==> src/nearest_nonzero_texel_search_unit_macros.svh <==
// Assertion macros for the nearest nonzero texel search unit.
// Expects clk and rst_n in the scope of use.
`ifndef NEAREST_NONZERO_TEXEL_SEARCH_UNIT_MACROS_SVH
`define NEAREST_NONZERO_TEXEL_SEARCH_UNIT_MACROS_SVH

// Same-cycle implication, off while in reset.
`define NNTS_ASSERT_IMPLY(label, ante, cons, msg) \
  label: assert property (@(posedge clk) disable iff (!rst_n) (ante) |-> (cons)) \
    else $error(msg);

// Next-cycle implication, off while in reset.
`define NNTS_ASSERT_NEXT(label, ante, cons, msg) \
  label: assert property (@(posedge clk) disable iff (!rst_n) (ante) |=> (cons)) \
    else $error(msg);

`endif

==> src/nnts_pkg.sv <==
// Shared types, sizes and codes of the nearest nonzero texel search unit.
// No dependencies.
package nnts_pkg;

  localparam int MAX_WIDTH  = 64;
  localparam int MAX_HEIGHT = 64;
  localparam int MAX_RADIUS = 15;

  localparam int XW      = $clog2(MAX_WIDTH);
  localparam int YW      = $clog2(MAX_HEIGHT);
  localparam int ADDR_W  = XW + YW;
  localparam int DEPTH   = 1 << ADDR_W;

  localparam int WORD_W  = 32;
  localparam int POS_W   = 8;
  localparam int RAD_W   = 4;
  localparam int OFS_W   = 5;
  localparam int COORD_W = 10;
  localparam int CFG_W   = 7;
  localparam int SLOT_W  = 3;

  localparam logic [CFG_W-1:0] WIN_RESET = CFG_W'(64);

  localparam logic REG_WIN_WIDTH  = 1'b0;
  localparam logic REG_WIN_HEIGHT = 1'b1;

  localparam logic CMD_WRITE  = 1'b0;
  localparam logic CMD_SEARCH = 1'b1;

  typedef struct packed {
    logic [WORD_W-1:0] id;
    logic [WORD_W-1:0] a;
    logic [WORD_W-1:0] b;
  } texel_t;

  typedef struct packed {
    logic                    vld;
    logic                    last;
    logic signed [OFS_W-1:0] dx;
    logic signed [OFS_W-1:0] dy;
  } cand_t;

endpackage

==> src/nnts_ring_walker.sv <==
// Offset sequencer: rings of growing Chebyshev distance, one offset a cycle, ordered by
// ring, then squared distance within the ring, then row, then column. Depends on nnts_pkg.
module nnts_ring_walker
  import nnts_pkg::*;
(
  input  logic             clk,
  input  logic             rst_n,
  input  logic             load,
  input  logic [RAD_W-1:0] radius,
  input  logic             halt,
  output cand_t            cand
);

  logic              active_r, active_nxt;
  logic [RAD_W-1:0]  d_r, d_nxt;
  logic [RAD_W-1:0]  m_r, m_nxt;
  logic [RAD_W-1:0]  rad_r, rad_nxt;
  logic [SLOT_W-1:0] slot_r, slot_nxt;

  logic [7:0]        mask;
  logic              more;
  logic [SLOT_W-1:0] next_slot;
  logic              pair_last;
  logic              last;
  logic signed [OFS_W-1:0] pd, pm;

  always_comb begin
    mask[0] = 1'b1;
    mask[1] = (m_r != '0);
    mask[2] = (m_r != d_r);
    mask[3] = (m_r != d_r);
    mask[4] = (m_r != '0) && (m_r != d_r);
    mask[5] = (m_r != '0) && (m_r != d_r);
    mask[6] = (d_r != '0);
    mask[7] = (m_r != '0);
  end

  always_comb begin
    more      = 1'b0;
    next_slot = slot_r;
    for (int i = 7; i >= 0; i--) begin
      if (mask[i] && (SLOT_W'(i) > slot_r)) begin
        more      = 1'b1;
        next_slot = SLOT_W'(i);
      end
    end
  end

  assign pair_last = (m_r == d_r);
  assign last      = !more && pair_last && (d_r == rad_r);

  assign pd = $signed({1'b0, d_r});
  assign pm = $signed({1'b0, m_r});

  always_comb begin
    cand.vld  = active_r;
    cand.last = last;
    unique case (slot_r)
      3'd0:    begin cand.dx = -pm; cand.dy = -pd; end
      3'd1:    begin cand.dx =  pm; cand.dy = -pd; end
      3'd2:    begin cand.dx = -pd; cand.dy = -pm; end
      3'd3:    begin cand.dx =  pd; cand.dy = -pm; end
      3'd4:    begin cand.dx = -pd; cand.dy =  pm; end
      3'd5:    begin cand.dx =  pd; cand.dy =  pm; end
      3'd6:    begin cand.dx = -pm; cand.dy =  pd; end
      default: begin cand.dx =  pm; cand.dy =  pd; end
    endcase
  end

  always_comb begin
    active_nxt = active_r;
    d_nxt      = d_r;
    m_nxt      = m_r;
    rad_nxt    = rad_r;
    slot_nxt   = slot_r;
    priority if (load) begin
      active_nxt = 1'b1;
      d_nxt      = '0;
      m_nxt      = '0;
      slot_nxt   = '0;
      rad_nxt    = radius;
    end else if (active_r) begin
      priority if (halt || last) begin
        active_nxt = 1'b0;
      end else if (more) begin
        slot_nxt = next_slot;
      end else if (pair_last) begin
        d_nxt    = d_r + 1'b1;
        m_nxt    = '0;
        slot_nxt = '0;
      end else begin
        m_nxt    = m_r + 1'b1;
        slot_nxt = '0;
      end
    end else begin
      active_nxt = 1'b0;
    end
  end

  always_ff @(posedge clk) begin
    if (!rst_n) begin
      active_r <= 1'b0;
    end else begin
      active_r <= active_nxt;
    end
    d_r    <= d_nxt;
    m_r    <= m_nxt;
    rad_r  <= rad_nxt;
    slot_r <= slot_nxt;
  end

endmodule

==> config.mk <==
export PLATFORM = sky130hd
export DESIGN_NAME = nnts_ring_walker
export DESIGN_NICKNAME = d
export VERILOG_FILES = /design/src/nearest_nonzero_texel_search_unit_macros.svh /design/src/nnts_pkg.sv /design/src/nnts_ring_walker.sv
export SDC_FILE = /design/constraint.sdc
export NUM_CORES = 1
export LEC_CHECK = 0
export BUFFER_PORTS_ARGS = -buffer_cell sky130_fd_sc_hd__buf_2
export CAP_MARGIN = 40
export CELL_PAD_IN_SITES_DETAIL_PLACEMENT = 1
export CELL_PAD_IN_SITES_GLOBAL_PLACEMENT = 1
export CORE_AREA = 8 8 65 67
export DETAILED_ROUTE_END_ITERATION = 16
export DIE_AREA = 0 0 73 75
export GPL_TIMING_DRIVEN = 0
export PLACE_DENSITY_LB_ADDON = 0.15
export SKIP_LAST_GASP = 1
export SLEW_MARGIN = 25
export SYNTH_ARGS = -nofsm -noshare
export SYNTH_HDL_FRONTEND = slang
export SYNTH_SLANG_ARGS = --single-unit
==> constraint.sdc <==
create_clock -name clk -period 4.19 [get_ports clk]
set_clock_uncertainty 0.15 [all_clocks]
set_input_delay 0.2095 -clock clk [delete_from_list [all_inputs] [get_ports clk]]
set_output_delay 0.2095 -clock clk [all_outputs]
set_load 0.02 [all_outputs]
=== Yosys cells after proc, flatten, opt, wreduce, memory -nomap -nowiden ===
Cells that the tools add are included.

* Add/sub/neg operators: 4
* $lt $le $gt $ge: 8
* Eq/ne operators: 10
* Multiplexer cells: 22
* Bitwise operators: 2
* Reductions and logical operators: 18

{| class="wikitable"
|+ Operators with widths
! cell !! count
|-
| case mux 10 bit (7 select lines) || 1
|-
| two-way mux 3 bit || 9
|-
| greater-than comparator 3 bit, first input constant || 4
|-
| two-way mux 1 bit || 11
|-
| logical AND 1 bit || 10
|-
| negation 4 -> 5 bit || 2
|-
| == test 3 bit, second input constant || 3
|-
| != test 9 x 1 -> 1 bit, second input constant || 1
|-
| adder 4 x 1 -> 4 bit, second input constant || 2
|-
| == test 4 bit || 2
|-
| nonzero test 4 bit || 2
|-
| == test 3 x 2 -> 1 bit, second input constant || 2
|-
| greater-than comparator 1 x 3 -> 1 bit, first input constant || 2
|-
| greater-than comparator 2 x 3 -> 1 bit, first input constant || 2
|-
| AND reduction 3 bit || 2
|-
| two-way mux 4 bit || 1
|-
| != test 4 bit || 1
|-
| AND reduction 4 bit || 1
|-
| == test 3 x 1 -> 1 bit, second input constant || 1
|-
| logical NOT 3 bit || 1
|-
| NOT 1 bit || 2
|-
| logical NOT 1 bit || 1
|-
| logical OR 1 bit || 1
|}

* Register bits after elaboration: 16
* Input bits: 8
* Output and inout bits: 12
* Word-level logic and storage cells: 69

=== Logic depth before layout (Yosys ltp) ===
Gate-level depths: netlist (run 1).

* Depth in word-level cells: 17
* Mapped depth: 8
* Depth with buffers taken out: 7

=== Least setup slack after synthesis (run 1) ===
No wires, ideal clock.

* Kind: flip-flop to flip-flop
* Start: reg m_r[0]
* End: reg d_r[3]
* Library setup time: 0.070 ns
* Arrival: 1.821 ns
* Data required time: 3.970 ns
* Slack: 2.148 ns
* Cell stages (with the launch flop): 8
* Path buffers: 0
* Clock period less this slack: 2.042 ns
* Cells stage by stage: dfxtp_1 > inv_1 > ha_1 > nor3b_4 > or2_2 > nand4_4 > or4_1 > a21oi_1

* Cells in the longest elaborated chain, start to end: 16
* Elaborated cells between the ends (all ways): 25
* Those cells by class: 2 x eq/ne; 8 x mux; 2 x bitwise; 13 x reduce/logical

{| class="wikitable"
|+ Ends and longest elaborated chain
! item !! RTL line !! text
|-
| from (decl) || nnts_ring_walker.sv:16 || <nowiki>logic [RAD_W-1:0] m_r, m_nxt;</nowiki>
|-
| from (signal assigned) || nnts_ring_walker.sv:107 || <nowiki>m_r <= m_nxt;</nowiki>
|-
| nonzero test 4 bit || - ||
|-
| logical AND 1 bit || nnts_ring_walker.sv:42 || <nowiki>if (mask[i] && (SLOT_W'(i) > slot_r)) begin</nowiki>
|-
| two-way mux 1 bit (8 in series) || nnts_ring_walker.sv:42 ||
|-
| logical NOT 1 bit || nnts_ring_walker.sv:50 || <nowiki>assign last = !more && pair_last && (d_r == rad_r);</nowiki>
|-
| logical AND 1 bit (2 in series) || nnts_ring_walker.sv:50 ||
|-
| logical OR 1 bit || nnts_ring_walker.sv:83 || <nowiki>priority if (halt || last) begin</nowiki>
|-
| NOT 1 bit (no line) || - ||
|-
| AND reduction 4 bit (no line) * || - ||
|-
| to (signal assigned) || nnts_ring_walker.sv:106 || <nowiki>d_r <= d_nxt;</nowiki>
|-
| to (decl) || nnts_ring_walker.sv:15 || <nowiki>logic [RAD_W-1:0] d_r, d_nxt;</nowiki>
|}

Every way passes the cells marked *; elsewhere a longest branch is shown, timed or not.
A chain may end at the register's enable or synchronous reset.

=== Worst setup path after layout (run 1) ===
* Start: reg m_r[0]
* End: out cand[10] (netlist bit)

* Cells in the longest elaborated chain, start to end: 13
* Elaborated cells between the ends (all ways): 21
* Those cells by class: 2 x eq/ne; 8 x mux; 11 x reduce/logical

{| class="wikitable"
|+ Ends and longest elaborated chain
! item !! RTL line !! text
|-
| nonzero test 4 bit || - ||
|-
| logical AND 1 bit || nnts_ring_walker.sv:42 ||
|-
| two-way mux 1 bit (8 in series) || nnts_ring_walker.sv:42 ||
|-
| logical NOT 1 bit || nnts_ring_walker.sv:50 ||
|-
| logical AND 1 bit * (2 in series) || nnts_ring_walker.sv:50 ||
|-
| to (decl) || nnts_ring_walker.sv:11 || <nowiki>output cand_t cand</nowiki>
|}

Marked as above.

==> results of run 1 <==
==> critical path, stage by stage, from the launching register on <==
cell	delay (ns)
dfxtp_1	0.48
inv_1	0.15
ha_1	0.29
nor3b_4	0.20
nor2_1	0.39
nor3_1	0.13
buf_4	0.15
buf_2	0.15
==> cell families after synthesis <==
logic type               after synthesis  synth area share (%)
adder cells (fa/ha/maj)                4                  3.55
AND/OR/NAND/NOR                       60                  23.9
buffers and inverters                 22                  11.3
flip-flops                            16                  25.5
multiplexers                           6                  7.89
XOR/XNOR                              13                  8.07
AO/OA/AOI/OAI                         37                  19.7
==> final cells by class <==
class,count,area share (%)
multi-input cells,120,54.1
flip-flops and latches,16,21.9
repair buffers,25,9.13
plain buffers,15,8.14
well taps,46,3.50
inverters,7,1.60
clock buffers,3,1.37
clock inverters,1,0.228
==> power by group <==
group	switching, mW	internal [mW]
clock network	0.0488	0.0346
logic	0.102	0.0708
registers	0.00559	0.166
==> what timing repair did <==
item / 4_1_cts / 5_1_grt
hold endpoints to repair: 5 / 0
hold buffers: 5 / 0
setup buffers: 0 / 0
==> registers in the layout (all words and copies together), names as in the netlist <==
| register | count |
|---|---|
| d_r | 4 |
| active_r | 1 |
| slot_r | 3 |
| rad_r | 4 |
| m_r | 4 |
==> worst paths after layout <==
check,endpoint,cells after the start
setup / recovery,cand[10],7
hold / removal,rad_r[1],1
setup reg to reg,d_r[3],7
hold reg to reg,m_r[0],2
==> cells in the final DEF (no fill, tap or decap), drive strengths merged, types with 6 or more instances in the layout <==
cell type  count
a21oi          7
buf           32
dfxtp         12
inv            7
nand2         14
nand3          6
nor2          14
o21ai         12
xnor2         13
==> per-layer routing <==
metal | wire length, microns | global-route usage [%]
met1 | 1740 | 18.1
met2 | 1930 | 26.8
met3 | 149 | 2.53
met4 | 25 | 3.56
met5 | 0 | 0
==> stage by stage <==
step	instance area (sq um)	power [mW]	cells	hold slack, ns	utilization [%]
global route	1650	0.457	233	0.128	50.9
global placement	1560	0.336	223	0.236	48.4
detailed placement	1560	0.344	223	0.239	48.4
floorplan	1410	0.299	158	0.158	-
CTS	1640	0.433	232	0.132	50.8
finish	1650	0.427	233	0.137	50.9
==> results.md, run 1 <==
- Port buffering added 19 buffers.
- The floorplan step defined a die boundary enclosing 0.00548 sq mm.
- The initial antenna violation count is 0.
- Dividing the detail-routed via count by the number of cells gives 5.67.
- The pin count of the biggest net entering global routing is 12.
- The initial utilization of the core area, before any placement, comes to 43.7%.
- The core region area is 0.00323 sq mm.
- The final route contains 1322 vias.
- The area share of the leading cell type in the synthesized netlist is 17.0%.
- In this run the register-to-register setup slack is 1.81 ns.
- The sum of net half-perimeters after detailed placement is 3.05 mm.
- After synthesis, flip-flops and latches occupy 25.5% of the total area.
- The data arrival time of the critical path is 2.22 ns.
- The area of the mapped netlist is 0.00141 sq mm.
- Fill cells in the final layout number 408.
- The clock slew at the register clock pins of the worst setup and hold paths is 0.10 ns.
- The number of global-route vias before repair is 1398.
- The critical path starts at m_r[0].
- Adding up every negative setup slack in the final design gives 0 ns.
- The post-placement setup slack is 1.79 ns.
- The count of distinct cell types in the synthesized netlist is 46.
- For this run the aggregate overflow at the end of global routing stands at 0.
- Dividing the synthesized area by the synthesized cell count gives 8.93 sq um.
- For this design the ratio of total power to cell area is 260 mW/mm^2.
- STA classifies the critical path endpoint as an output pin.
- CTS placed an instance of clkbuf_4 at the clock tree root.
- The number of gates resized after cts is 0.
- For this design the static power due to leakage is 0.640 nW.
- At the end of routability-driven placement, the weighted congestion stood at 0.845.
- The transition time at the pin with the least slew margin is 0.484 ns.
- The startpoint identified for the worst hold timing path is load.
- Setup repair after global routing left no endpoint under its margin.
- The y dimension of the die is 75 microns.
- The chip width is 73 microns.
- Before antenna repair, the detailed router went through 4 iterations.
- The path type of the worst min-delay path is in -> reg.
- The post-layout net count is 200.
- The average wire per standard cell is 16.5 microns.
- The number of clock sinks seen by CTS is 16.
- In this run the number of H-tree levels came out at 1.
- The worst supply voltage drop on vdd is 0.000139 V.
- The time the worst path needs with I/O delays and setup is 2.58 ns.
- The element type at the critical path start is a register.
- The wire length reported by the detailed router is 3.85 mm.
- The multi-input combinational cell area is 891 sq um.
- The count of yosys warnings during synthesis is 0.
- For the worst-skew pair, the clock arrives at the later sink with an insertion delay of 0.29 ns.
- In the final layout, flip-flops and latches occupy 360 sq um.
- The total nets after synthesis is 170.
- After synthesis the netlist holds a flip-flop and latch count of 16.
- The maximum clock frequency is 0.388 GHz.
- The most instantiated flip-flop cell in the synthesis netlist is dfxtp_1.
- The global-route total usage across every layer is 15.0%.
- The critical path is of the reg -> out type.
- Of all nets on the critical path, the largest fanout is 7.
- The count of boundary I/O pins is 20.
- The largest total area in the synthesized netlist belongs to dfxtp_1.
- The number of clock buffers added by TritonCTS is 3.
- Once detail routing completed, the nets flagged for antenna violations numbered 0.
- The gate count after technology mapping is 158.
- The run finished with clean final reports.
- Data on the critical path is required at its endpoint by 3.83 ns.
- Headroom to the max-slew limit came out at 67.6%.
- The proportion of register bits with asynchronous set or reset after synthesis is 0%.
- The final routed DRC violation total is 0.
- The wire length of the first global-routing pass is 6.56 mm.
- The repair_antennas step left the layout with diodes totalling 0.
- In this run, synthesis inferred 4 flip-flops with an integrated enable.
- Setup violations remaining at the end of the flow were counted as 0.
- The tool flagged a number of max-cap violations equal to 0.
- Row generation in the floorplan step produced 21 rows.
- The count of pins over their slew limit came to 0.
- Yosys attributes the largest share of cell area to dfxtp_1, edfxtp_1, xnor2_1.
- By count the netlist is led by nand2_1, nor2_1, xnor2_1.
- The iteration-0 DRC count of the detailed router is 74.
- The startpoint identified for the worst register-to-register timing path is m_r[0].
- The final cycle utilization of the critical path is 61.5%.
- The maximum count of clock buffers along a single path is 2.
- The number of failing hold endpoints at the final stage is 0.
- Setup slack closes at 1.61 ns.
- Relative to the synthesized area, the layout overhead comes to 16.6%.
- TritonCTS built the clock tree.
- Cells with a size suffix above 1 make up 25.1% of the layout.
No activity file was read; power rests on OpenSTA's default activity.
==> run 2, diff against run 1 <==
Settings changed: CORE_AREA 8 8 65 67 to 8 8 67 69, DIE_AREA 0 0 73 75 to 0 0 75 77.
Clock period 4.19 ns to 2.7 ns, I/O delays scaled along.
==> run 2 against run 1 <==
Compared with the run above:
- sequential cell count did not move
- non-clock buffer count rose by 2
- worst setup slack got worse by 1.4 ns
- first-iteration DRC count fell by 22%
- sequential share of layout area fell by 0.26 points
- clock power rose by 69%
- register-to-register slack got worse by 1.6 ns
- cell count rose by 1.7%
- sequential power rose by 56%
- count of clock-buffer cells in the layout did not move
==> results.md, run 2 (same netlist as run 1, synthesis figures left out) <==
- Result of the run: finished, final reports clean (unchanged).
- The buffers plus inverters on the worst setup path is 2 (was 3).
- The sum of negative setup slack is 0 ns (unchanged).
- Top Registers: d_r (4), m_r (4), rad_r (4) (unchanged).
- The transition time at the pin with the least slew margin is 0.506 ns (was 0.484 ns).
- Crit-path cells: inv_1, ha_1, nor3b_4, buf_4, a22o_4, nand4_4, or4_1, a21oi_1 (was inv_1, ha_1, nor3b_4, nor2_1, nor3_1, buf_4, buf_2).
- Highest-count cells in the layout ignoring fill and taps: buf_2, nand2_1, xnor2_1, nor2_1 (was buf_2, nor2_1, nand2_1).
- The setup slack of the critical path after layout is 0.184 ns (was 1.61 ns).
- The clock slew at the register clock pins of the worst setup and hold paths is 0.10 ns (about the same).
- The iteration-0 DRC count of the detailed router is 58 (was 74).
- The path type of the worst min-delay path is in -> reg (unchanged).
- The maximum count of clock buffers along a single path is 2 (unchanged).
- The clock latency reported for the late side of the worst-skew pair is 0.30 ns (was 0.29 ns).
- The total cell area at the placement stage is 0.00157 sq mm (was 0.00156 sq mm).
- The die area is 0.00578 sq mm (was 0.00548 sq mm).
- The worst path in the final design needs a cycle of 2.52 ns, including I/O delays and setup.
- The pin count of the biggest net entering global routing came to 12 (unchanged).
- The number of clock sinks seen by CTS is 16 (unchanged).
- The count of fill cells added during filler insertion is 431 (was 408).
- The chip width is 75 microns (was 73 microns).
- The sum of net half-perimeters after detailed placement is 3.05 mm (about the same).
- The area of all placed cells without fillers is 0.00167 sq mm (was 0.00165 sq mm).
- The post-layout net count is 202 (was 200).
- Unrepaired setup endpoints after global routing: no (unchanged).
- The global-route total usage across every layer is 14.8% (was 15.0%).
- The power density of the placed cells is 408 mW/mm^2 (was 260 mW/mm^2).
- The worst-case headroom to the max-slew limit was 66.3% (was 67.6%).
- The average wire per standard cell is 17.2 microns (was 16.5 microns).
- The number of failing hold endpoints at the final stage is 0 (unchanged).
- The most frequent standard cell in the layout excluding fill and tap cells is buf_2 (unchanged).
- The H-tree level count is 1 (unchanged).
- The count of inserted antenna diode cells is 0 (unchanged).
- The number of nets with antenna violations after routing came to 0 (unchanged).
- The static power due to leakage is 0.648 nW (was 0.640 nW).
- The area growth from synthesis to final layout is 18.0% (was 16.6%).
- The count of pins over their slew limit is 0 (unchanged).
- The sequential fraction of design power is 39.1% (was 40.1%).
- The element type at the critical path start is a register (unchanged).
- The cell at the slowest stage of the critical path is or4_1 (was dfxtp_1).
- The final routed DRC violation total came to 0 (unchanged).
- The via density per instance is 5.66 (was 5.67).
- The final cycle utilization of the critical path is 93.2%.
- The cell depth of the worst min-delay path is 1 (unchanged).
- The number of optimization iterations in the first detailed-route pass is 4 (unchanged).
- The total power of the final layout is 0.680 mW (was 0.427 mW).
- The number of logic stages on the critical path including buffering is 8 (was 7).
- The switching share of total power is 37.6% (was 36.5%).
- The setup violation total in the final timing report is 0 (unchanged).
- The ratio of cells with drive above 1 in the final layout is 26.5% (was 25.1%).
- The maximum clock frequency is 0.397 GHz.
- The internal power is 0.424 mW (was 0.271 mW).
- The number of core rows is 22 (was 21).
- The post-placement setup slack is 0.291 ns (was 1.79 ns).
- The maximum fanout along the worst path is 8 (was 7).
- The net switching power was 0.256 mW (was 0.156 mW).
- The data required time at the worst endpoint was 2.78 ns (was 3.83 ns).
- The starting density of the core is 40.4% (was 43.7%).
- The routability congestion estimate is 0.812 (was 0.845).
- The family with the most delay on the worst path is simple AND/OR/NAND/NOR gates (unchanged).
- The wire length of the first global-routing pass is 6.70 mm (was 6.56 mm).
- The start-to-end type of the worst setup path is reg -> reg (was reg -> out).
- The part of the total power dissipated in the clock network is 20.7% (was 19.5%).
- The total of buffers placed on input and output ports is 19 (unchanged).
- The wire length reported by the detailed router is 4.07 mm (was 3.85 mm).
- The max-cap check violation count is 0 (unchanged).
- The combinational cell fraction of total power is 40.2% (was 40.4%).
- The via count is 1342 (was 1322).
- The worst hold slack is 0.0422 ns (was 0.137 ns).
- The delay of the slowest critical-path stage was 0.50 ns (was 0.48 ns).
- The count of boundary I/O pins is 20 (unchanged).
- The number of CTS-inserted buffers is 3 (unchanged).
- The data arrival time of the critical path is 2.60 ns (was 2.22 ns).
- The core region area was 0.00350 sq mm (was 0.00323 sq mm).
- The initial antenna violation count is 0 (unchanged).
- The final global-route overflow total came to 0 (unchanged).
- The kind of end point of the critical path is a register (was output pin).
- The number of global-route vias before repair is 1363 (was 1398).
- The worst-case reg-to-reg path depth is 8 (was 7).
- The clock tree from TritonCTS is built (unchanged).
- The y dimension of the die was 77 microns (was 75 microns).
- The worst supply voltage drop on vdd is 0.000259 V (was 0.000139 V).
- The clock root buffer is clkbuf_4 (unchanged).
-- run 2: final cells by class --
class | instances | area, sq um | area share [%]
clock buffers | 3 | 22.5 | 1.35
flip-flops and latches | 16 | 360 | 21.6
well taps | 48 | 60.1 | 3.61
inverters | 7 | 26.3 | 1.58
multi-input cells | 120 | 893 | 53.6
repair buffers | 27 | 165 | 9.92
plain buffers | 15 | 134 | 8.04
clock inverters | 1 | 3.75 | 0.225
-- run 2: metal layers --
| layer | up-vias | GRT usage, % | wire [microns] |
|---|---|---|---|
| li1 | 640 | - | - |
| met1 | 666 | 17.9 | 1840 |
| met2 | 27 | 23.9 | 1970 |
| met3 | 9 | 3.12 | 176 |
| met4 | 0 | 6.47 | 96 |
| met5 | - | 0 | 0 |
-- run 2: final timing paths --
path	startpoint	end	slack, ns
min reg2reg	m_r[1]	m_r[1]	0.47
max	m_r[0]	d_r[3]	0.18
max reg2reg	m_r[0]	d_r[3]	0.18
min	load	rad_r[3]	0.04
-- run 2: power groups by stage --
| stage | combinational, mW | clock, mW | sequential, mW |
|---|---|---|---|
| 2_1_floorplan | 0.195 | 0 | 0.269 |
| 3_3_place_gp | 0.253 | 0 | 0.271 |
| 3_5_place_dp | 0.261 | 0 | 0.272 |
| 4_1_cts | 0.267 | 0.147 | 0.266 |
| 5_1_grt | 0.299 | 0.160 | 0.267 |
| 6_report | 0.273 | 0.141 | 0.266 |
-- run 2: per-stage QoR --
step	std cells	utilization, %
floorplan	158	-
global placement	225	44.8
detailed placement	225	44.8
CTS	234	47.0
global route	237	47.6
finish	237	47.6
-- run 2: what timing repair did --
| item | in CTS | in global routing |
|---|---|---|
| setup endpoints to repair | 0 | 1 |
| hold buffers | 5 | 0 |
| hold endpoints to repair | 5 | 0 |
| resized for setup | 0 | 1 |
| buffers inserted | 0 | 2 |
-- run 2: worst reg2reg max path, cell delays in order, from the launching register on --
cell	delay (ns)
dfxtp_1	0.41
inv_1	0.16
ha_1	0.28
nor3b_4	0.33
buf_4	0.17
a22o_4	0.14
nand4_4	0.14
or4_1	0.50
a21oi_1	0.18
==> run 3, diff against run 2 <==
Settings changed: CELL_PAD_IN_SITES_DETAIL_PLACEMENT 1 to unset, CELL_PAD_IN_SITES_GLOBAL_PLACEMENT 1 to unset, CORE_AREA 8 8 67 69 to 2 2 57 59, DIE_AREA 0 0 75 77 to 0 0 59 61.
==> run 3 against run 2 <==
Compared with the run above:
- via count down 1.1%
- critical endpoint is now cand[10]
- core utilization is 7.5 points higher
- sequential power about the same
- hold slack better by 0.015 ns
- wire length down 18%
- critical path depth decreased by 1
- non-clock buffer count decreased by 2
- count of clock-buffer cells in the layout stayed put
- first-iteration DRC count is 69% higher
==> results.md, run 3 (same netlist as run 1, synthesis figures left out) <==
- The starting density of the core is 47.8% (was 40.4%).
- Top Registers: d_r (4), m_r (4), rad_r (4) (unchanged).
- The static power due to leakage came to 0.640 nW (was 0.648 nW).
- The area growth from synthesis to final layout is 15.4% (was 18.0%).
- The via density per instance is 6.03 (was 5.66).
- The most frequent standard cell in the layout excluding fill and tap cells is buf_2 (unchanged).
- The iteration-0 DRC count of the detailed router is 98 (was 58).
- The sum of net half-perimeters after detailed placement was 2.51 mm (was 3.05 mm).
- The average wire per standard cell is 15.2 microns (was 17.2 microns).
- The count of fill cells added during filler insertion is 275 (was 431).
- The y dimension of the die came to 61 microns (was 77 microns).
- The area of all placed cells without fillers is 0.00163 sq mm (was 0.00167 sq mm).
- The clock latency reported for the late side of the worst-skew pair is 0.29 ns (was 0.30 ns).
- The delay of the slowest critical-path stage came to 0.49 ns (was 0.50 ns).
- The H-tree level count is 1 (unchanged).
- The wire length reported by the detailed router came to 3.34 mm (was 4.07 mm).
- The via count was 1327 (was 1342).
- The clock tree from TritonCTS is built (unchanged).
- Crit-path cells: inv_1, ha_1, nor3b_4, nor2_1, nor3_1, buf_4, buf_2 (was inv_1, ha_1, nor3b_4, buf_4, a22o_4, nand4_4, or4_1, a21oi_1).
- The number of global-route vias before repair is 1182 (was 1363).
- The kind of end point of the critical path was an output pin (was register).
- The total of buffers placed on input and output ports is 19 (unchanged).
- The startpoint of the most critical setup path is m_r[0] (unchanged).
- The buffer count from post-CTS setup fixing is 0 (unchanged).
- The final routed DRC violation total is 0 (unchanged).
- The total power of the final layout is 0.661 mW (was 0.680 mW).
- The max-cap check violation count is 0 (unchanged).
- The routability congestion estimate is 0.854 (was 0.812).
- The number of core rows is 20 (was 22).
- The clock root buffer was clkbuf_4 (unchanged).
- The data required time at the worst endpoint was 2.41 ns (was 2.78 ns).
- The count of boundary I/O pins is 20 (unchanged).
- The count of inserted antenna diode cells was 0 (unchanged).
- The number of optimization iterations in the first detailed-route pass is 4 (unchanged).
- The worst-case headroom to the max-slew limit is 66.7% (was 66.3%).
- The pin count of the biggest net entering global routing is 12 (unchanged).
- The sum of negative setup slack is 0 ns (unchanged).
- The number of failing hold endpoints at the final stage was 0 (unchanged).
- The initial antenna violation count is 0 (unchanged).
- The cell at the slowest stage of the critical path is dfxtp_1 (was or4_1).
- The power density of the placed cells is 405 mW/mm^2 (was 408 mW/mm^2).
- The launch point of the worst hold path is load (unchanged).
- Result of the run: finished, final reports clean (unchanged).
- The worst supply voltage drop on vdd is 0.000213 V (was 0.000259 V).
- The total cell area at the placement stage was 0.00155 sq mm (was 0.00157 sq mm).
- The final cycle utilization of the critical path is 90.8% (was 93.2%).
- The transition time at the pin with the least slew margin is 0.499 ns (was 0.506 ns).
- The number of CTS-inserted buffers came to 3 (unchanged).
- The time the worst path needs with I/O delays and setup is 2.45 ns (was 2.52 ns).
- The ratio of cells with drive above 1 in the final layout is 25.1% (was 26.5%).
- The maximum clock frequency is 0.408 GHz (was 0.397 GHz).
- The number of nets with antenna violations after routing came to 0 (unchanged).
- Unrepaired setup endpoints after global routing: no (unchanged).
- The global-route total usage across every layer is 20.5% (was 14.8%).
- The data arrival time of the critical path is 2.17 ns (was 2.60 ns).
- The setup violation total in the final timing report is 0 (unchanged).
- The post-layout net count is 200 (was 202).
- Highest-count cells in the layout ignoring fill and taps: buf_2, nor2_1, nand2_1 (was buf_2, nand2_1, xnor2_1, nor2_1).
- The die area is 0.00360 sq mm (was 0.00578 sq mm).
- The number of clock sinks seen by CTS came to 16 (unchanged).
- The final global-route overflow total came to 0 (unchanged).
- The source of the worst register-to-register timing path is m_r[0] (unchanged).
- The start-to-end type of the worst setup path was reg -> out (was reg -> reg).
- The count of pins over their slew limit came to 0 (unchanged).
- The wire length of the first global-routing pass is 5.58 mm (was 6.70 mm).
- The clock slew at the register clock pins of the worst setup and hold paths is 0.10 ns (about the same).
- The path type of the worst min-delay path is in -> reg (unchanged).
- The core region area is 0.00295 sq mm (was 0.00350 sq mm).
- The maximum fanout along the worst path is 7 (was 8).
- The maximum count of clock buffers along a single path is 2 (unchanged).
- The element type at the critical path start is a register (unchanged).
- The chip width is 59 microns (was 75 microns).
[run 3: cell count changes in the layout (fill, tap and decap cells not counted)]
cell,change
nor2_2,-1
nor2_1,+1
buf_4,-2
[run 3: per-layer routing]
layer	track usage, %	wire length (microns)	vias to the layer above
li1	-	-	635
met1	28.3	1590	644
met2	33.3	1570	41
met3	2.56	138	7
met4	7.14	38	0
met5	0	0	-
[run 3: layout make-up]
| class | instances | area (sq um) | share of cell area [%] |
|---|---|---|---|
| Buffer | 15 | 134 | 8.22 |
| Clock buffer | 3 | 22.5 | 1.38 |
| Clock inverter | 1 | 3.75 | 0.230 |
| Inverter | 7 | 26.3 | 1.61 |
| Multi-Input combinational cell | 120 | 891 | 54.7 |
| Sequential cell | 16 | 360 | 22.1 |
| Tap cell | 33 | 41.3 | 2.53 |
| Timing Repair Buffer | 25 | 150 | 9.22 |
[run 3: final timing paths]
kind / cells after the start / endpoint / slack [ns]
max: 7 / cand[10] / 0.25
min: 1 / rad_r[0] / 0.06
max reg2reg: 7 / d_r[3] / 0.30
min reg2reg: 2 / m_r[1] / 0.47
[run 3: what timing repair did]
item / CTS / global route
endpoints found under the hold margin: 5 / 0
resized for setup: 0 / 0
hold buffers: 5 / 0
[run 3: report_power, final]
| part | switching (mW) | total [mW] | internal [mW] |
|---|---|---|---|
| Sequential | 0.00864 | 0.266 | 0.257 |
| Combinational | 0.152 | 0.262 | 0.110 |
| Clock | 0.0789 | 0.133 | 0.0537 |
| Total | 0.240 | 0.661 | 0.421 |
[run 3: worst max-delay path, delay by kind of cell (launching register included)]
family / cells / cell delay, ns
AND/OR/NAND/NOR: 3 / 0.68
flip-flops: 1 / 0.49
buffers and inverters: 3 / 0.43
adder cells (fa/ha/maj): 1 / 0.29
[run 3: stage by stage]
stage / util [%] / hold WS [ns] / setup WS [ns] / cells
floorplan: - / 0.0839 / 0.658 / 158
global placement: 52.4 / 0.162 / 0.384 / 210
detailed placement: 52.4 / 0.164 / 0.339 / 210
CTS: 55.0 / 0.0474 / 0.252 / 219
global route: 55.2 / 0.0512 / 0.0947 / 220
finish: 55.2 / 0.0577 / 0.248 / 220
